## src/design/lsef_pkg.sv

```systemverilog
package lsef_pkg;

    // width of the stream byte counter
    localparam int POSITION_WIDTH = 24;
    localparam int PIXELS_WIDTH   = 25;
    localparam int LENGTH_WIDTH   = 32;

    // largest stream position, carried one bit wider than any length
    localparam logic [LENGTH_WIDTH:0] POS_MAX =
        (33'd1 << POSITION_WIDTH) - 33'd1;

    localparam logic [LENGTH_WIDTH-1:0] LEN_MIN     = 32'd38;
    localparam logic [LENGTH_WIDTH-1:0] ENC_LEN_MIN = 32'd70;

    localparam logic [7:0] FRAME_MAGIC [4] = '{8'h46, 8'h47, 8'h53, 8'h54};

    // byte queue between the bit gatherer and the frame parser
    localparam int QUEUE_DEPTH = 4;
    localparam int QUEUE_AW    = $clog2(QUEUE_DEPTH);

    // result status codes
    localparam logic [1:0] ST_DATA      = 2'd0;
    localparam logic [1:0] ST_BAD_LEN   = 2'd1;
    localparam logic [1:0] ST_BAD_MAGIC = 2'd2;
    localparam logic [1:0] ST_ENC_SHORT = 2'd3;

    // region tags
    localparam logic [2:0] RG_VERSION = 3'd0;
    localparam logic [2:0] RG_FLAGS   = 3'd1;
    localparam logic [2:0] RG_SALT    = 3'd2;
    localparam logic [2:0] RG_IV      = 3'd3;
    localparam logic [2:0] RG_DIGEST  = 3'd4;
    localparam logic [2:0] RG_PAYLOAD = 3'd5;

    // one assembled stream byte, first marks the first byte after a restart
    typedef struct packed {
        logic       first;
        logic [7:0] data;
    } t_byte_req;

endpackage

```

## src/design/lsef_front.sv

```systemverilog
module lsef_front
    import lsef_pkg::*;
(
    input  logic      i_clk,
    input  logic      i_rst_n,
    input  logic      i_in_valid,
    output logic      o_in_ready,
    input  logic      i_first_pixel,
    input  logic      i_red_lsb,
    input  logic      i_green_lsb,
    input  logic      i_blue_lsb,
    input  logic      i_q_ready,
    output logic      o_push,
    output t_byte_req o_push_req
);

    logic       r_run, n_run;
    logic [2:0] r_count, n_count;
    logic [7:0] r_shift, n_shift;
    logic       r_pend_first, n_pend_first;

    logic        accept;
    logic        run_eff;
    logic [2:0]  count_eff;
    logic [7:0]  shift_eff;
    logic [10:0] tmp;

    assign o_in_ready = i_q_ready;
    assign accept     = i_in_valid & i_q_ready;
    assign run_eff    = i_first_pixel | r_run;
    assign count_eff  = i_first_pixel ? 3'd0 : r_count;
    assign shift_eff  = i_first_pixel ? 8'd0 : r_shift;
    assign tmp        = {shift_eff, i_red_lsb, i_green_lsb, i_blue_lsb};

    always_comb begin
        n_run           = r_run;
        n_count         = r_count;
        n_shift         = r_shift;
        n_pend_first    = r_pend_first;
        o_push          = 1'b0;
        o_push_req.first = r_pend_first;
        o_push_req.data  = tmp[7:0];
        if (accept && run_eff) begin
            n_run = 1'b1;
            if (i_first_pixel) begin
                n_pend_first = 1'b1;
            end
            // at most one byte completes per pixel
            unique case (count_eff)
                3'd5: begin
                    o_push          = 1'b1;
                    o_push_req.data = tmp[7:0];
                    n_shift         = 8'd0;
                    n_count         = 3'd0;
                end
                3'd6: begin
                    o_push          = 1'b1;
                    o_push_req.data = tmp[8:1];
                    n_shift         = {7'd0, tmp[0]};
                    n_count         = 3'd1;
                end
                3'd7: begin
                    o_push          = 1'b1;
                    o_push_req.data = tmp[9:2];
                    n_shift         = {6'd0, tmp[1:0]};
                    n_count         = 3'd2;
                end
                default: begin
                    n_shift = tmp[7:0];
                    n_count = count_eff + 3'd3;
                end
            endcase
            if (o_push) begin
                n_pend_first = 1'b0;
            end
        end
    end

    always_ff @(posedge i_clk) begin
        if (!i_rst_n) begin
            r_run        <= 1'b0;
            r_count      <= 3'd0;
            r_shift      <= 8'd0;
            r_pend_first <= 1'b0;
        end else begin
            r_run        <= n_run;
            r_count      <= n_count;
            r_shift      <= n_shift;
            r_pend_first <= n_pend_first;
        end
    end

endmodule

```

## src/design/lsef_queue.sv

```systemverilog
module lsef_queue
    import lsef_pkg::*;
(
    input  logic      i_clk,
    input  logic      i_rst_n,
    input  logic      i_push,
    input  t_byte_req i_push_req,
    output logic      o_ready,
    input  logic      i_pop,
    output logic      o_valid,
    output t_byte_req o_head
);

    t_byte_req r_mem [QUEUE_DEPTH];

    logic [QUEUE_AW-1:0] r_wr, n_wr;
    logic [QUEUE_AW-1:0] r_rd, n_rd;
    logic [QUEUE_AW:0]   r_cnt, n_cnt;
    logic                do_push, do_pop;

    assign o_ready = (r_cnt != (QUEUE_AW+1)'(QUEUE_DEPTH));
    assign o_valid = (r_cnt != '0);
    assign o_head  = r_mem[r_rd];
    assign do_push = i_push & o_ready;
    assign do_pop  = i_pop & o_valid;

    always_comb begin
        n_wr  = do_push ? r_wr + 1'b1 : r_wr;
        n_rd  = do_pop ? r_rd + 1'b1 : r_rd;
        n_cnt = r_cnt + (QUEUE_AW+1)'(do_push) - (QUEUE_AW+1)'(do_pop);
    end

    always_ff @(posedge i_clk) begin
        if (do_push) begin
            r_mem[r_wr] <= i_push_req;
        end
    end

    always_ff @(posedge i_clk) begin
        if (!i_rst_n) begin
            r_wr  <= '0;
            r_rd  <= '0;
            r_cnt <= '0;
        end else begin
            r_wr  <= n_wr;
            r_rd  <= n_rd;
            r_cnt <= n_cnt;
        end
    end

    a_cnt_bound: assert property (@(posedge i_clk) disable iff (!i_rst_n)
        r_cnt <= (QUEUE_AW+1)'(QUEUE_DEPTH))
        else $error("queue count above depth");

    a_no_overflow: assert property (@(posedge i_clk) disable iff (!i_rst_n)
        i_push |-> o_ready)
        else $error("byte pushed into a full queue");

endmodule

```

## src/design/lsef_back.sv

```systemverilog
module lsef_back
    import lsef_pkg::*;
(
    input  logic                    i_clk,
    input  logic                    i_rst_n,
    input  logic [PIXELS_WIDTH-1:0] i_image_pixels,
    input  logic                    i_q_valid,
    input  t_byte_req               i_q_head,
    output logic                    o_pop,
    output logic                    o_out_valid,
    input  logic                    i_out_ready,
    output logic [7:0]              o_data_byte,
    output logic [2:0]              o_region,
    output logic [1:0]              o_status,
    output logic                    o_encrypted,
    output logic                    o_last
);

    logic                      r_run, n_run;
    logic [POSITION_WIDTH-1:0] r_pos, n_pos;
    logic [LENGTH_WIDTH-1:0]   r_len, n_len;
    logic                      r_enc, n_enc;

    logic       r_out_valid;
    logic [7:0] r_data;
    logic [2:0] r_region;
    logic [1:0] r_status;
    logic       r_encrypted;
    logic       r_last;

    logic                      run_eff, enc_eff;
    logic [POSITION_WIDTH-1:0] pos_eff;
    logic [LENGTH_WIDTH-1:0]   len_eff, len_new;
    logic [7:0]                b;
    logic                      len_bad;
    logic [35:0]               need_bits;
    logic [35:0]               have_bits;
    logic                      emit;
    logic [7:0]                e_data;
    logic [2:0]                e_region;
    logic [1:0]                e_status;
    logic                      e_last;

    assign o_pop   = i_q_valid & (!r_out_valid | i_out_ready);
    assign b       = i_q_head.data;
    assign run_eff = i_q_head.first | r_run;
    assign pos_eff = i_q_head.first ? '0 : r_pos;
    assign len_eff = i_q_head.first ? '0 : r_len;
    assign enc_eff = i_q_head.first ? 1'b0 : r_enc;
    assign len_new = {len_eff[LENGTH_WIDTH-9:0], b};

    // capacity check: (4 + length) * 8 against three bits per pixel
    assign need_bits = {1'b0, len_new, 3'b000} + 36'd32;
    assign have_bits = 36'(i_image_pixels) + {10'd0, i_image_pixels, 1'b0};
    assign len_bad   = (len_new < LEN_MIN) || (need_bits > have_bits)
                       || ({1'b0, len_new} + 33'd3 > POS_MAX);

    always_comb begin
        n_run    = r_run;
        n_pos    = r_pos;
        n_len    = r_len;
        n_enc    = r_enc;
        emit     = 1'b0;
        e_data   = 8'd0;
        e_region = RG_VERSION;
        e_status = ST_DATA;
        e_last   = 1'b0;
        if (o_pop && run_eff) begin
            n_run = 1'b1;
            n_pos = pos_eff + 1'b1;
            n_len = len_eff;
            n_enc = enc_eff;
            priority if (pos_eff < POSITION_WIDTH'(4)) begin
                n_len = len_new;
                if (pos_eff == POSITION_WIDTH'(3) && len_bad) begin
                    emit     = 1'b1;
                    e_status = ST_BAD_LEN;
                    e_last   = 1'b1;
                end
            end else if (pos_eff < POSITION_WIDTH'(8)) begin
                if (b != FRAME_MAGIC[pos_eff[1:0]]) begin
                    emit     = 1'b1;
                    e_status = ST_BAD_MAGIC;
                    e_last   = 1'b1;
                end
            end else if (pos_eff == POSITION_WIDTH'(8)) begin
                emit     = 1'b1;
                e_data   = b;
                e_region = RG_VERSION;
            end else if (pos_eff == POSITION_WIDTH'(9)) begin
                n_enc = b[0];
                emit  = 1'b1;
                if (b[0] && len_eff < ENC_LEN_MIN) begin
                    e_status = ST_ENC_SHORT;
                    e_last   = 1'b1;
                end else begin
                    e_data   = b;
                    e_region = RG_FLAGS;
                end
            end else begin
                emit   = 1'b1;
                e_data = b;
                e_last = ({1'b0, len_eff} + 33'd3) == 33'(pos_eff);
                priority if (enc_eff && pos_eff < POSITION_WIDTH'(26)) begin
                    e_region = RG_SALT;
                end else if (enc_eff && pos_eff < POSITION_WIDTH'(42)) begin
                    e_region = RG_IV;
                end else if (enc_eff && pos_eff < POSITION_WIDTH'(74)) begin
                    e_region = RG_DIGEST;
                end else if (!enc_eff && pos_eff < POSITION_WIDTH'(42)) begin
                    e_region = RG_DIGEST;
                end else begin
                    e_region = RG_PAYLOAD;
                end
            end
            if (e_last) begin
                n_run = 1'b0;
            end
        end
    end

    always_ff @(posedge i_clk) begin
        if (!i_rst_n) begin
            r_run       <= 1'b0;
            r_pos       <= '0;
            r_len       <= '0;
            r_enc       <= 1'b0;
            r_out_valid <= 1'b0;
        end else begin
            r_run <= n_run;
            r_pos <= n_pos;
            r_len <= n_len;
            r_enc <= n_enc;
            if (o_pop) begin
                r_out_valid <= emit;
            end else if (i_out_ready) begin
                r_out_valid <= 1'b0;
            end
        end
    end

    always_ff @(posedge i_clk) begin
        if (o_pop && emit) begin
            r_data      <= e_data;
            r_region    <= e_region;
            r_status    <= e_status;
            r_encrypted <= n_enc;
            r_last      <= e_last;
        end
    end

    assign o_out_valid = r_out_valid;
    assign o_data_byte = r_data;
    assign o_region    = r_region;
    assign o_status    = r_status;
    assign o_encrypted = r_encrypted;
    assign o_last      = r_last;

    a_err_last: assert property (@(posedge i_clk) disable iff (!i_rst_n)
        (r_out_valid && r_status != ST_DATA) |-> r_last)
        else $error("error result without last");

    a_err_clean: assert property (@(posedge i_clk) disable iff (!i_rst_n)
        (r_out_valid && r_status != ST_DATA) |-> (r_data == 8'd0 && r_region == RG_VERSION))
        else $error("error result carries data");

    a_last_stops: assert property (@(posedge i_clk) disable iff (!i_rst_n)
        (o_pop && emit && e_last) |=> !r_run)
        else $error("parser still running after last result");

endmodule

```

## src/design/lsb_stego_frame_extractor.sv

```systemverilog
// lsb steganography frame extractor: takes one rgb pixel per request, gathers the
// least significant bit of red, green and blue (msb first) into stream bytes, and
// parses the frame that follows a 32-bit big-endian length. a pixel with
// i_first_pixel high restarts extraction and supplies the first three bits.
// the length is rejected (status 1) if below 38, if the frame needs more than
// three bits per pixel of i_cfg_image_pixels, or if length + 3 passes the 24-bit
// position range; a wrong "FGST" magic gives status 2, an encrypted flags byte
// with length below 70 gives status 3. version, flags, salt, iv, digest and
// payload bytes come out tagged by region, the final one with o_last; after
// o_last or any error, pixels are ignored until the next first pixel. at most
// one result per pixel. throughput is one pixel per clock: the bit gatherer
// takes a pixel every cycle and hands finished bytes through a 4-entry queue to
// the frame parser, which handles one byte per cycle into a registered output,
// so a stalled output only stops input once the queue has filled. the byte a
// pixel completes goes into the queue and then into the result register, later
// while earlier bytes still wait in the queue. write i_cfg_image_pixels only
// while the block is idle; it resets to 0.
module lsb_stego_frame_extractor
    import lsef_pkg::*;
(
    input  logic                    i_clk,
    input  logic                    i_rst_n,
    // configuration write
    input  logic                    i_cfg_valid,
    output logic                    o_cfg_ready,
    input  logic [PIXELS_WIDTH-1:0] i_cfg_image_pixels,
    // pixel requests
    input  logic                    i_in_valid,
    output logic                    o_in_ready,
    input  logic                    i_first_pixel,
    input  logic [7:0]              i_red,
    input  logic [7:0]              i_green,
    input  logic [7:0]              i_blue,
    // result requests
    output logic                    o_out_valid,
    input  logic                    i_out_ready,
    output logic [7:0]              o_data_byte,
    output logic [2:0]              o_region,
    output logic [1:0]              o_status,
    output logic                    o_encrypted,
    output logic                    o_last
);

    logic [PIXELS_WIDTH-1:0] r_image_pixels;

    logic      push;
    t_byte_req push_req;
    logic      q_ready;
    logic      q_valid;
    logic      pop;
    t_byte_req q_head;

    // capacity register, always writable
    assign o_cfg_ready = 1'b1;

    always_ff @(posedge i_clk) begin
        if (!i_rst_n) begin
            r_image_pixels <= '0;
        end else if (i_cfg_valid) begin
            r_image_pixels <= i_cfg_image_pixels;
        end
    end

    // front: bit gathering into bytes
    lsef_front u_front (
        .i_clk         (i_clk),
        .i_rst_n       (i_rst_n),
        .i_in_valid    (i_in_valid),
        .o_in_ready    (o_in_ready),
        .i_first_pixel (i_first_pixel),
        .i_red_lsb     (i_red[0]),
        .i_green_lsb   (i_green[0]),
        .i_blue_lsb    (i_blue[0]),
        .i_q_ready     (q_ready),
        .o_push        (push),
        .o_push_req    (push_req)
    );

    // decoupling queue of stream bytes
    lsef_queue u_queue (
        .i_clk      (i_clk),
        .i_rst_n    (i_rst_n),
        .i_push     (push),
        .i_push_req (push_req),
        .o_ready    (q_ready),
        .i_pop      (pop),
        .o_valid    (q_valid),
        .o_head     (q_head)
    );

    // back: frame parsing and result register
    lsef_back u_back (
        .i_clk          (i_clk),
        .i_rst_n        (i_rst_n),
        .i_image_pixels (r_image_pixels),
        .i_q_valid      (q_valid),
        .i_q_head       (q_head),
        .o_pop          (pop),
        .o_out_valid    (o_out_valid),
        .i_out_ready    (i_out_ready),
        .o_data_byte    (o_data_byte),
        .o_region       (o_region),
        .o_status       (o_status),
        .o_encrypted    (o_encrypted),
        .o_last         (o_last)
    );

endmodule

```

## config.mk

```make
export PLATFORM = sky130hd
export DESIGN_NAME = lsb_stego_frame_extractor
export DESIGN_NICKNAME = d
export VERILOG_FILES = /design/src/design/lsef_pkg.sv /design/src/design/lsef_front.sv /design/src/design/lsef_queue.sv /design/src/design/lsef_back.sv /design/src/design/lsb_stego_frame_extractor.sv
export SDC_FILE = /design/constraint.sdc
export NUM_CORES = 1
export LEC_CHECK = 0
export BUFFER_PORTS_ARGS = -buffer_cell sky130_fd_sc_hd__buf_2
export CAP_MARGIN = 25
export CORE_ASPECT_RATIO = 1.1
export CORE_MARGIN = 3
export CORE_UTILIZATION = 30
export CTS_BUF_LIST = sky130_fd_sc_hd__clkbuf_8
export DETAILED_ROUTE_END_ITERATION = 16
export MAX_ROUTING_LAYER = met4
export SLEW_MARGIN = 20
export SYNTH_ARGS = -nofsm -noshare
export SYNTH_HDL_FRONTEND = slang
export SYNTH_SLANG_ARGS = --single-unit
export TNS_END_PERCENT = 1
```

## constraint.sdc

```tcl
create_clock -name i_clk -period 7.3 [get_ports i_clk]
set_input_delay 0.365 -clock i_clk [delete_from_list [all_inputs] [get_ports i_clk]]
set_output_delay 0.365 -clock i_clk [all_outputs]
set_load 0.05 [all_outputs]
```

* Yosys cells after proc, flatten, opt, wreduce, memory -nomap -nowiden
Memories as Yosys holds them, arrays and structs flattened. A register that Yosys moved wholly into a read port is not among the register bits.
Cells that the tools add are included.
** Word-level totals
- Register bits after elaboration :: 118
- Memory bits (writable) :: 36
- Bits of input ports :: 55
- Output and inout port bits :: 18
- Word-level logic and storage cells :: 134
- Memories :: 1
** Memories
- u_queue.r_mem :: words 4, bits a word 9, rd ports 1, clocked after Yosys merged registers in 1, wr ports 1, RTL line lsef_queue.sv:14 : t_byte_req r_mem [QUEUE_DEPTH];
** Cells by class
- $add $sub $neg :: 10
- Order comparisons :: 10
- Equal/unequal tests :: 9
- Muxes and demuxes :: 57
- Bitwise gates (word level) :: 9
- Reductions and logical operators :: 20
** Operators with widths (number)
- $add 32x2->33 const B :: 2
- $mux 32 :: 2
- $eq 24x4->1 const B :: 2
- $mux 8 :: 6
- $add 35x6->36 const B :: 1
- $gt 36x36->1 :: 1
- $eq 33x24->1 :: 1
- $gt 33x24->1 const B :: 1
- $lt 32x6->1 const B :: 1
- $lt 32x7->1 const B :: 1
- $mux 1 :: 30
- $add 25x26->27 :: 1
- $add 24x1->24 const B :: 1
- $eq 24x2->1 const B :: 1
- $lt 24x3->1 const B :: 1
- $lt 24x4->1 const B :: 1
- $lt 24x5->1 const B :: 1
- $lt 24x6->1 const B :: 1
- $lt 24x7->1 const B :: 1
- $mux 24 :: 1
- $pmux 7 s3 :: 1
- $bmux 8 s2 :: 1
- $mux 2 :: 8
- $pmux 8 s2 :: 1
- other kinds (23) :: 47

* Depth between registers and ports, before layout
- Word-level depth :: 11
- Depth in mapped cells :: 22
- Gate-level depth less buffers :: 21

* Modules after synthesis
Synthesis repeated with hierarchy kept, for this count alone.
** Unflattened totals
- Cells, all modules :: 1308
- Area total of the unflattened synthesis :: 11248.3 µm²
** Modules (own cells, without submodules)
- lsef_back :: instances 1, cells an instance 1039, area each 7671.1 µm², seq. area each 1631.6 µm²
- lsef_queue :: instances 1, cells an instance 95, area each 1786.7 µm², seq. area each 1261.2 µm²
- lsb_stego_frame_extractor :: instances 1, cells an instance 82, area each 977.2 µm², seq. area each 500.5 µm²
- lsef_front :: instances 1, cells an instance 92, area each 813.3 µm², seq. area each 240.2 µm²

* Least setup slack after synthesis
Ideal clock, no wire load.
- Path kind :: reg2reg
- Start :: register r_image_pixels[1]
- End :: register u_back.r_data[0] (netlist: u_back.o_data_byte[0]), enable pin
- Arrival :: 4783 ps
- Path slack :: 2140 ps
- Cell stages (with the launch flop) :: 22
- Cells stage by stage :: dfxtp_1 > and2_1 > fa_1 > a21o_1 > a21oi_1 > o21bai_1 > a2111oi_0 > nor2_1 > a211oi_1 > nor2_1 > a41o_1 > xnor2_1 > ha_1 > nand2_1 > o21ai_0 > a211oi_1 > a211o_1 > a31oi_1 > nand4b_1 > o31ai_2 > mux2_4 > a21oi_2
** Between the ends
- Cells in the longest elaborated chain, start to end :: 9
** RTL lines
- start: declaration :: RTL line lsb_stego_frame_extractor.sv:44 : logic [PIXELS_WIDTH-1:0] r_image_pixels;
- start signal: assignment :: RTL line lsb_stego_frame_extractor.sv:60 : r_image_pixels <= i_cfg_image_pixels;
- $add 25x26->27 :: RTL line lsef_back.sv:54 : assign have_bits = 36'(i_image_pixels) + {10'd0, i_image_pixels, 1'b0};
- $gt 36x36->1 :: RTL line lsef_back.sv:55 : assign len_bad = (len_new < LEN_MIN) || (need_bits > have_bits)
- $logic_or 1x1->1 :: RTL line lsef_back.sv:55
- $logic_or 1x1->1 :: RTL line lsef_back.sv:56 : || ({1'b0, len_new} + 33'd3 > POS_MAX);
- $logic_and 1x1->1 :: RTL line lsef_back.sv:75 : if (pos_eff == POSITION_WIDTH'(3) && len_bad) begin
- $mux 1 :: RTL line lsef_back.sv:75
- $mux 1 :: RTL line lsef_back.sv:73 : priority if (pos_eff < POSITION_WIDTH'(4)) begin
- $mux 1 :: RTL line lsef_back.sv:68 : if (o_pop && run_eff) begin
- $logic_and 1x1->1 :: RTL line lsef_back.sv:143 : if (o_pop && emit) begin
- end signal: assignment :: RTL line lsef_back.sv:144 : r_data <= e_data;
- end: declaration :: RTL line lsef_back.sv:25 : logic [7:0] r_data;
No other way between the ends.
A chain may end at the register's enable or synchronous reset.

* Worst setup path in the final report
- Start :: register r_image_pixels[1]
- End :: register u_back.r_last (netlist: u_back.o_last), enable pin
** Between the ends
- Cells in the longest elaborated chain, start to end :: 9
** RTL lines
- $add 25x26->27 :: RTL line lsef_back.sv:54
- $gt 36x36->1 :: RTL line lsef_back.sv:55
- $logic_or 1x1->1 :: RTL line lsef_back.sv:55
- $logic_or 1x1->1 :: RTL line lsef_back.sv:56
- $logic_and 1x1->1 :: RTL line lsef_back.sv:75
- $mux 1 :: RTL line lsef_back.sv:75
- $mux 1 :: RTL line lsef_back.sv:73
- $mux 1 :: RTL line lsef_back.sv:68
- $logic_and 1x1->1 :: RTL line lsef_back.sv:143
- end signal: assignment :: RTL line lsef_back.sv:148 : r_last <= e_last;
- end: declaration :: RTL line lsef_back.sv:29 : logic r_last;
No other way between the ends.

==> impl_metrics.ini <==
[status]
status = completed

[place]
dpl-instance-area_mm2 = 0.0114
gp_congestion = 0.899
dp_worst_setup_slack_ns = 1.03
io_buffers = 50
hpwl_um = 20800
dp_cells = 1740

[critical_path]
cp_num_buf_inv = 0
cpPeakStageDelay_ns = 0.72
crit_path_top_delay_cell = a21oi_2
cp_data_required_time_ns = 7.41
r2r_slack_ns = 1.0
worstPathArrival_ns = 6.41
crit_end = u_back.o_last
crit_start = r_image_pixels[1]
cp.depth = 21
timing.rr.end = u_back.o_last
r2r_start = r_image_pixels[1]
endpoint_kind = register
worstPathMaxFanout = 15
start_kind = register
worstPathCellList = and2_1, fa_1, a21o_1, a21oi_1, o21bai_1, a2111oi_0, nor2_1, a211oi_1, nor2_1, a41o_1, xnor2_1, ha_1, nand2_1, o21ai_0, a211oi_1, a211o_1, a31oi_1, nand4b_1, o31ai_2, mux2_4, a21oi_2
criticalPathCategory = register to register
r2r_cells = 21
path_delay_family = compound AO/OA/AOI/OAI gates

[logic_synthesis]
synthArstFlopShare = 0
yosysWarnings = 0
synth_fp_nets = 1407
yosysTopAreaCellShare = 0.194
syn_inst = 1281
synth_ff_type = dfxtp_1
synth-edff-count = 51
synth.area.top_cells = dfxtp_1 19%, edfxtp_1 14%, ha_1 8.0%, nand2_1 5.0%, xnor2_1 4.9%
yosys_register_bits = 156
synth.distinct_cells = 83
synth_top_area_cell = dfxtp_1
synth_seq_area_share = 0.336
syn_area_mm2 = 0.0108
syn_avg_cell_area_um2 = 8.44

[clock_network]
cts_max_level = 4
cts_setup_buffers = 0
clock_latency_ns = 0.48
ctsResizeCount = 0
clockBufferDepth = 2
cts_tree = built
path_clk_slew_ns = 0.11
root_buffer = clkbuf_8
cts_sinks = 156
cts_hold_buf = 0
cts_made_buffers = 17

[floorplan]
fp-row-count = 72
pin_count = 73
die_w_um = 187
dieArea_mm2 = 0.0383
initial_core_util = 0.306
fp.coreArea_mm2 = 0.0353
die_y_um = 205

[final_layout]
antenna_cells = 0
postLayoutCellArea_mm2 = 0.0118
areaGrowthSynthToFinish_pct = 9.19
final_cells = 1772
layout-drive-gt1-share = 0.0953
num-nets-final = 1404
fillers = 3770

[drt]
num_vias = 9366
first_iter_violations = 637
drt-total-wl_um = 29200
via_per_inst = 5.29
antenna_left = 0
wl_per_cell_um = 16.5
dr.pass1.iters = 5
drc = 0

[sta]
fin_setup_tns_ns = 0
relSlewSlack = 0.301
tightest_slew_ns = 1.04
slew_violations = 0
layout_min_cycle_time_ns = 6.30
hold_viol = 0
setup_viol = 0
rsz0062_at_grt = no
fmaxAchievable_mhz = 159
skew_ns = 0.0154
layout_setup_ws_ns = 0.997
period_share = 0.863

[global_routing]
grt_max_degree = 62
grt.overflow.total = 0
grt_pass1_vias = 8813
grt_usage = 0.156
antenna_found_initial = 0
grt_pass1_wl_um = 47400

[run]
drv_cap = 0

[pwr]
p_leak_nw = 4.35
swShare = 0.438
power.density_mw_per_mm2 = 241
combPwrFrac = 0.378
finalPower_mw = 2.84
p_int_mw = 1.60
p_switching_mw = 1.24
peakVddDrop_mv = 0.141
clockPowerShare = 0.238
seq_power_share = 0.384

[worst_hold_path]
holdCritPathClass = input pin to register
through the flow:
step | utilization | hold slack (ns)
2_1_floorplan | - | 0.458
3_3_place_gp | 0.322 | 0.469
3_5_place_dp | 0.323 | 0.481
4_1_cts | 0.334 | 0.0815
5_1_grt | 0.334 | 0.105
6_report | 0.334 | 0.116
metal layers:
layer | wire length (um) | part of all wire | global-route usage
met1 | 13500 | 0.46 | 0.202
met2 | 14200 | 0.49 | 0.257
met3 | 1210 | 0.041 | 0.0205
met4 | 314 | 0.011 | 0.0416
met5 | 0 | 0 | -
worst min-delay path by stage:
| stage | endpoint | start | cells past startpoint |
|---|---|---|---|
| finish | r_image_pixels[4] | i_cfg_image_pixels[4] | 3 |
| CTS | r_image_pixels[4] | i_cfg_image_pixels[4] | 3 |
| floorplan | u_front.r_shift[6] | u_front.r_shift[6] | 2 |
| global placement | u_back.r_len[1] | u_back.r_len[1] | 2 |
| global route | r_image_pixels[4] | i_cfg_image_pixels[4] | 3 |
| detailed placement | u_back.r_len[1] | u_back.r_len[1] | 2 |
kinds of logic (layout without fill, tap and decap cells):
group | count (synthesis) | after routing | share of synthesized area
and+or+nand+nor | 529 | 529 | 0.243
AOI/OAI and AO/OA | 259 | 259 | 0.156
DFF | 156 | 156 | 0.336
buffers and inverters | 121 | 131 | 0.0458
xor gates and xnor gates | 102 | 102 | 0.0827
adders and majority gates | 71 | 71 | 0.0836
muxes | 42 | 42 | 0.0520
other | 1 | 1 | 0.000347
cell type report:
class,count,area (um2),share of cell area
sequential,156,3630,0.308
clock buffer,17,234,0.0198
inverter,40,150,0.0127
timing repair buffer,59,318,0.0269
multi-input combinational,1004,6690,0.567
clock inverter,15,178,0.0151
tap,481,602,0.0510
worst min-delay path, cell delays in order:
cell and delay [ns]:
buf_2 0.07, mux2i_1 0.05, nor2_1 0.07
cell usage in the layout (no fill, tap or decap), types with 7 or more instances in the layout:
master    Yosys  routed
dfxtp_1     105     105
o21ai_0      48      48
nor3_1       31      31
a31oi_1      11      11
or4_1         7       7
buf_2         6      50
nor2_1      127     127
nor4_1       29      28
o31ai_1      13      13
clkbuf_8      0      17
nand3_1      54      54
and2_1       16      16
buf_4         1       9
xor2_1       41      41
a21oi_1      86      86
o21a_1        7       7
nor3b_1       9       9
xnor2_1      61      61
and3_1       12      11
nand2_1     144     144
a21o_1        9       9
ha_1         69      69
nand2b_1      8       8
inv_1        38      38
nand4_1      33      33
o21bai_1      7       7
a211oi_1     10      10
mux2i_1      31      31
nor2b_1      25      25
edfxtp_1     51      51
a22oi_1      13      13
or3_1         9       9
registers in the layout, summed over array words and instances (netlist names), named ones only:
name,count
u_queue.r_wr,2
u_front.r_pend_first,1
u_front.r_count,3
u_front.r_shift,7
u_back.o_out_valid,1
u_queue.r_mem,36
u_back.r_pos,24
u_back.r_enc,1
u_back.r_run,1
u_back.o_last,1
u_back.r_len,32
u_back.o_status,2
u_back.o_encrypted,1
r_image_pixels,25
u_queue.r_cnt,3
u_front.r_run,1
u_back.o_region,3
u_queue.r_rd,2
u_back.o_data_byte,8
power by group through the flow:
stage,clock [mW],combinational (mW),sequential [mW]
after floorplan,0,0.892,1.01
after global placement,0,1.05,1.11
after detailed placement,0,1.06,1.11
after CTS,0.695,1.07,1.09
after global routing,0.732,1.20,1.10
final,0.677,1.07,1.09
synth_stat cells, drive strengths merged, types with 12 or more instances:
cell      n
o31ai    14
o21ai    49
nor2    127
nand3    55
xnor2    61
nor2b    26
nand2   145
a21oi    88
nor3     31
nor4     30
and2     17
mux2i    31
xor2     41
inv      40
buf      18
and3     12
edfxtp   51
dfxtp   105
ha       69
a22oi    13
clkbuf   63
nand4    33
(Power assumes the default switching activity.)
